`config.mk`:
```
export PLATFORM = sky130hd
export DESIGN_NAME = cfla_ram
export DESIGN_NICKNAME = d
export VERILOG_FILES = /design/src/rtl/cfla_ram.sv
export SDC_FILE = /design/constraint.sdc
export NUM_CORES = 1
export LEC_CHECK = 0
export BUFFER_PORTS_ARGS = -buffer_cell sky130_fd_sc_hd__buf_4
export CORE_UTILIZATION = 30
export DETAILED_ROUTE_END_ITERATION = 12
export SLEW_MARGIN = 15
export SYNTH_ARGS = -nofsm -noshare
export SYNTH_HDL_FRONTEND = slang
export SYNTH_SLANG_ARGS = --single-unit
```
`constraint.sdc`:
```
create_clock -name clock -period 3.92 [get_ports clock]
set_input_delay 0 -clock clock [delete_from_list [all_inputs] [get_ports clock]]
set_output_delay 0 -clock clock [all_outputs]
set_load 0.02 [all_outputs]
```
`src/rtl/cfla_ram.sv`:
```
// cfla_ram: generic single-write, single-read RAM with registered read data
// no package dependencies
module cfla_ram #(
   parameter int WIDTH = 8,
   parameter int DEPTH = 16
) (
   input  logic                     clock,
   input  logic                     wr_en,
   input  logic [$clog2(DEPTH)-1:0] wr_addr,
   input  logic [WIDTH-1:0]         wr_data,
   input  logic                     rd_en,
   input  logic [$clog2(DEPTH)-1:0] rd_addr,
   output logic [WIDTH-1:0]         rd_data
);

   logic [WIDTH-1:0] mem_ff [DEPTH];
   logic [WIDTH-1:0] rd_data_ff;

   always_ff @(posedge clock) begin
      if (wr_en) begin
         mem_ff[wr_addr] <= wr_data;
      end
      if (rd_en) begin
         rd_data_ff <= mem_ff[rd_addr];
      end
   end

   assign rd_data = rd_data_ff;

endmodule

```
==> metrics.md, run 1 <==
| Metric | Value |
|---|---|
| CTS tree | built |
| Seq cells post-synth | ~140 |
| Pwr/cell area | between 500 and 600 nW/um2 |
| Post-synthesis net count | 248 |
| Clock buffer count from CTS | 17 |
| Fin crit share | between 40% and 50% |
| Rel. slew slack | 32.01% |
| RSZ-0062 raised after global routing | no |
| Critical path data arrival time | 1720 ps |
| Most frequent cells in the layout | 136 x edfxtp_1, 28 x buf_4, 18 x mux4_2 |
| Max-Cap Viols | 0 |
| Avg WL per Cell | 20.67 um |
| DRC viols | 0 |
| Inserted Diodes | 0 |
| Clock Latency Late Sink | 400 ps |
| Area Overhead vs Synth | 18.65% |
| Postcts setup bufs | 0 |
| Post-synthesis sequential area ratio | a little under 80% |
| TritonRoute pass-1 iters | 4 |
| Final Hold Violating Endpoints | 0 |
| Total Wirelength | 10440 um |
| Synth Instances | 229 |
| Largest net degree at the start of global routing | 33 |
| Post_cts resized | 0 |
| Peak VDD IR | 0.3159 mV |
| Top post-synthesis cells by area | edfxtp_1 78%, mux4_2 7.8%, mux4_1 7.0%, a22oi_1 2.3%, nor2_1 0.93% |
| PortBufs | 26 |
| Synthesis Warnings | 0 |
| Htree depth | 4 |
| Syn Area/Cell | 22.83 um2 |
| Slew Viols, Final | 0 |
| Synth async-reset ratio | 0% |
| Placeable Area | about 17000 um2 |
| Clock edge transition at the registers on the reported setup and hold paths | 50 ps |
| Clock sink total | 136 |
| Nets | about 290 |
| Hold Crit Class | in2reg |
| Crit path kind | reg2reg |
| Starting Density | roughly 31% |
| Status | complete, no violations |
| Min cycle time layout | around 1600 ps |
| Layout cells sized above 1 | 24.56% |
| Clk buf depth | 2 |
| Die area | 17960 um2 |
| Total track usage | 12.52% |
| Mapped Area | 5228 um2 |
| Post-DRT Antenna Nets | 0 |
| DP HPWL | 6476 um |
| Initial antenna violation count | 0 |
| Initial DRC count | 283 |
| CP Capture Type | flop |
| Layout Skew | 3.416 ps |
| Share of the synthesized area in the top cell type | 78.12% |
| Worst Path Required | 4060 ps |
| Routability Congestion | 0.7517 |
| CTS Root Cell | clkbuf_16 |
| Startpoint class of the critical path | flop |
| Area leader, netlist | edfxtp_1 |
| EDFF count, synth | 136 |
| Leak | 0.002018 uW |
| Global-route wire length before repair | 15640 um |
| Vias in the first global route | 2536 |
| Crit-path max FO | 1 |
| Die width | 134.0 um |
| Via count | 2484 |
| Most common cell after layout, fill and taps aside | edfxtp_1 |
| Max Freq | 0.6320 GHz |
| Min-Delay Path Depth | 2 |
| Prevailing post-synth register cell | edfxtp_1 |
| Worst slew pin tran | 1016 ps |
| Post-route setup TNS | 0 ps |
| Vias/cell | 4.919 |
| R2r worst-path depth | 3 |
| Grt ovf | 0 |
| I/O pin count | 27 |
| Post-Route Utilization | 36.88% |
| Site row count | between 40 and 50 |
| Die height | 134.0 um |
| Final setup fails | 0 |
| Synth cell types | 18 |
==> worst max-delay path, stage by stage, from the launching register on <==
cell,delay (ps)
edfxtp_1,360
mux4_1,510
a22oi_1,360
nand2_1,90
==> Yosys cell counts (all sizes together) (2+ instances only) <==
cell	count
a22oi	16
buf	7
clkdlybuf4s25	3
edfxtp	136
mux4	32
nand2	9
nand2b	2
nand3b	2
nor2	13
nor3	4
==> final cells by class <==
cell class / count / area, um2
sequential: 136 / 4084
clock buffer: 21 / 440.4
fill: 1580 / 10620
timing repair buffer: 37 / 300.3
multi-input combinational: 83 / 1067
clock inverter: 8 / 35.03
tap: 220 / 275.3
==> state kept, by name (all words and copies together) (netlist names) <==
name,cells
mem_ff,128
rd_data,8
==> cell families (layout without fill, tap and decap cells) <==
group,after synthesis,in the layout,synth area share [%]
flops,136,136,78.12
simple gates,35,35,3.136
buf+inv,10,66,1.651
mux,32,32,14.79
compound gates,16,16,2.298
==> path summary, 6_finish.rpt <==
kind                                         startpoint                      to  slack (ps)
worst min-delay path                         wr_addr[1]  mem_ff[0][5]$_DFFE_PP_          50
worst min register to register  mem_ff[12][3]$_DFFE_PP_    rd_data[3]$_DFFE_PP_         740
worst max-delay path             mem_ff[9][4]$_DFFE_PP_    rd_data[4]$_DFFE_PP_        2340
worst max register to register   mem_ff[9][4]$_DFFE_PP_    rd_data[4]$_DFFE_PP_        2340
==> where the power goes <==
part / total (uW) / switching [uW] / internal [uW]
clock network: 1300 / 522 / 781
logic: 168 / 96.0 / 71.6
registers: 1650 / 9.81 / 1640
total: 3120 / 628 / 2490
==> routing by layer <==
metal / up-vias / wire, um / track usage [%]
met5: - / 0 / 0
met1: 1304 / 4733 / 17.26
met4: 0 / 110 / 4.356
met3: 11 / 706 / 3.250
met2: 96 / 4886 / 19.17
li1: 1073 / - / -
==> what timing repair did <==
action,4_1_cts,5_1_grt
hold buffers,9,0
setup endpoints to repair,0,0
hold endpoints to repair,136,0
==> through the flow <==
step                worst slack, ps  hold slack, ps  instances  power [uW]  area, um2
finish                         2338           46.95        505        3121       6202
global route                   2283           63.19        505        3213       6202
CTS                            2357           33.34        505        3144       6202
detailed placement             2053           319.4        467        1842       5637
global placement               1892           309.5        467        1836       5632
floorplan                      2427           98.87        229        1767       5228
Note: power is estimated with default switching activity, not from simulation.
==> inputs of run 2 (changes only) <==
==> constraint.sdc (replaced) <==
create_clock -name clock -period 1.57 [get_ports clock]
set_input_delay 0 -clock clock [delete_from_list [all_inputs] [get_ports clock]]
set_output_delay 0 -clock clock [all_outputs]
set_load 0.02 [all_outputs]
==> run 2 against run 1 <==
  * First-iteration DRC count decreased by 7.4%
  * Critical endpoint is now rd_data[6]$_DFFE_PP_
  * Clock power rose to 3.0 times the previous value
  * Sequential share of layout area shrank 2.9 points
  * Utilization rose by 1.7 points
==> metrics.md, run 2 (synthesized netlist as in run 1, its figures left out) <==
| Metric | Value |
|---|---|
| Layout Cells excl Fill | 531 (was 505) |
| Die height | 134.0 um (unchanged) |
| Grt met3 use | 4.535% (was 3.250%) |
| Vias in the first global route | 2631 (was 2536) |
| Area Overhead vs Synth | 24.20% (was 18.65%) |
| Total track usage | 12.53% (was 12.52%) |
| Max Freq | 0.6575 GHz (was 0.6320 GHz) |
| R2r worst-path depth | 4 (was 3) |
| Pwr/cell area | 1298 nW/um2 (was 503.3 nW/um2) |
| RSZ-0062 raised after global routing | no (unchanged) |
| Nets | 317 (was 294) |
| TritonRoute pass-1 iters | 6 (was 4) |
| Initial antenna violation count | 0 (unchanged) |
| Hold Crit Class | in2reg (unchanged) |
| Critical path data arrival time | 1690 ps (was 1720 ps) |
| PortBufs | 26 (unchanged) |
| Routability Congestion | 0.7587 (was 0.7517) |
| Grt ovf | 0 (unchanged) |
| Final setup margin | 49.04 ps (was 2338 ps) |
| Peak VDD IR | 0.7236 mV (was 0.3159 mV) |
| Inserted Diodes | 0 (unchanged) |
| Clock edge transition at the registers on the reported setup and hold paths | 60 ps (was 50 ps) |
| Largest net degree at the start of global routing | 19 (was 33) |
| Post-DRT Antenna Nets | 0 (unchanged) |
| CTS tree | built (unchanged) |
| Fin crit share | 96.88% (was 40.37%) |
| Leak | 0.002176 uW (was 0.002018 uW) |
| Initial DRC count | 262 (was 283) |
| Worst slew pin tran | 424.8 ps (was 1016 ps) |
| Final Hold Violating Endpoints | 0 (unchanged) |
| Site row count | 47 (unchanged) |
| Starting Density | 31.08% (unchanged) |
| Status | complete, no violations (unchanged) |
| Worst Path Required | 1740 ps (was 4060 ps) |
| Clock buffer count from CTS | 17 (unchanged) |
| Die width | 134.0 um (unchanged) |
| DP HPWL | 6886 um (was 6476 um) |
| Slew Viols, Final | 0 (unchanged) |
| Clock Latency Late Sink | 420 ps (was 400 ps) |
| Clk buf depth | 2 (unchanged) |
| Final setup fails | 0 (unchanged) |
| DRC viols | 0 (unchanged) |
| Largest register FFs | 128 (unchanged) |
| Crit path kind | reg2reg (unchanged) |
| CTS Root Cell | clkbuf_16 (unchanged) |
| Dpl ws | -84.33 ps (was 2053 ps) |
| Clock sink total | 136 (unchanged) |
| Via count | 2580 (was 2484) |
| Avg WL per Cell | 19.75 um (was 20.67 um) |
| Total Wirelength | 10490 um (was 10440 um) |
| CP Capture Type | flop (unchanged) |
| Placed Instances | 490 (was 467) |
| Vias/cell | 4.859 (was 4.919) |
| Min cycle time layout | 1521 ps (was 1582 ps) |
| Post-route setup TNS | 0 ps (unchanged) |
| Top Usage Layer GRT | met2 (unchanged) |
| Most common cell after layout, fill and taps aside | edfxtp_1 (unchanged) |
| Placeable Area | 16820 um2 (unchanged) |
| Die area | 17960 um2 (unchanged) |
| Final Hold Slack | 106.1 ps (was 46.95 ps) |
| I/O pin count | 27 (unchanged) |
| Postcts setup bufs | 0 (unchanged) |
| Htree depth | 4 (unchanged) |
| Most frequent cells in the layout | 136 x edfxtp_1, 50 x buf_4, 18 x mux4_2 (was 136 x edfxtp_1, 28 x buf_4, 18 x mux4_2) |
| Crit-path max FO | 1 (unchanged) |
| Rel. slew slack | 71.68% (was 32.01%) |
| Largest Register | mem_ff (unchanged) |
| Layout Skew | 6.578 ps (was 3.416 ps) |
| Worst R2R Setup Slack | 50 ps (was 2340 ps) |
| Max-Cap Viols | 0 (unchanged) |
| Global-route wire length before repair | 15770 um (was 15640 um) |
| Startpoint class of the critical path | flop (unchanged) |
| Met2 Use GR | 19.72% (was 19.17%) |
| Routing usage on met1 | 16.34% (was 17.26%) |
| Min-Delay Path Depth | 3 (was 2) |
| Layout cells sized above 1 | 32.48% (was 24.56%) |
==> run 2: cell types whose count changed in the layout (fill, tap and decap cells not counted), moves of 3 or more <==
| cell | previous run | this run |
|---|---|---|
| buf_4 | 28 | 50 |
| clkinv_1 | 4 | 1 |
| clkinv_2 | 4 | 0 |
| clkinv_4 | 0 | 5 |
| clkinvlp_4 | 0 | 3 |
==> run 2: timing repair <==
action | CTS | global route
setup endpoints to repair | 1 | 1
hold buffers | 9 | 0
resized for setup | 1 | 1
pin swaps | 0 | 0
hold endpoints to repair | 136 | 0
==> run 2: worst paths after layout <==
path	start	to
worst min register to register	mem_ff[13][1]$_DFFE_PP_	rd_data[1]$_DFFE_PP_
worst max-delay path	mem_ff[6][6]$_DFFE_PP_	rd_data[6]$_DFFE_PP_
worst max register to register	mem_ff[6][6]$_DFFE_PP_	rd_data[6]$_DFFE_PP_
worst min-delay path	wr_addr[0]	mem_ff[4][0]$_DFFE_PP_
==> run 2: cell type report <==
type,count,area [um2]
fill,1547,10330
sequential,136,4084
multi-input combinational,83,1067
timing repair buffer,60,485.5
clock buffer,19,432.9
tap,220,275.3
clock inverter,13,147.6
==> run 2: report_power, final <==
group	switching [uW]	internal, uW
clock	1510	2350
sequential	22.8	4090
combinational	245	206
total	1780	6650
==> run 2: layer usage <==
| layer | wire (um) | up-vias | share of wire [%] |
|---|---|---|---|
| met1 | 4491 | 1336 | 43 |
| met3 | 802 | 14 | 7.6 |
| met2 | 5103 | 108 | 49 |
| met4 | 88 | 0 | 0.84 |
| met5 | 0 | - | 0 |
| li1 | - | 1122 | - |
==> run 2: worst max-delay path, cell delays in order (launching register included) <==
cell and delay [ps]:
edfxtp_1 370, mux4_2 510, a22oi_2 210, buf_4 150, nand2_1 40
==> run 2: stage by stage <==
stage,instance area (um2),utilization (%),power (uW)
after floorplan,5228,-,4411
after global placement,5812,34.56,4612
after detailed placement,5812,34.56,4625
after CTS,6487,38.57,8464
after global routing,6492,38.60,8652
final,6492,38.60,8425
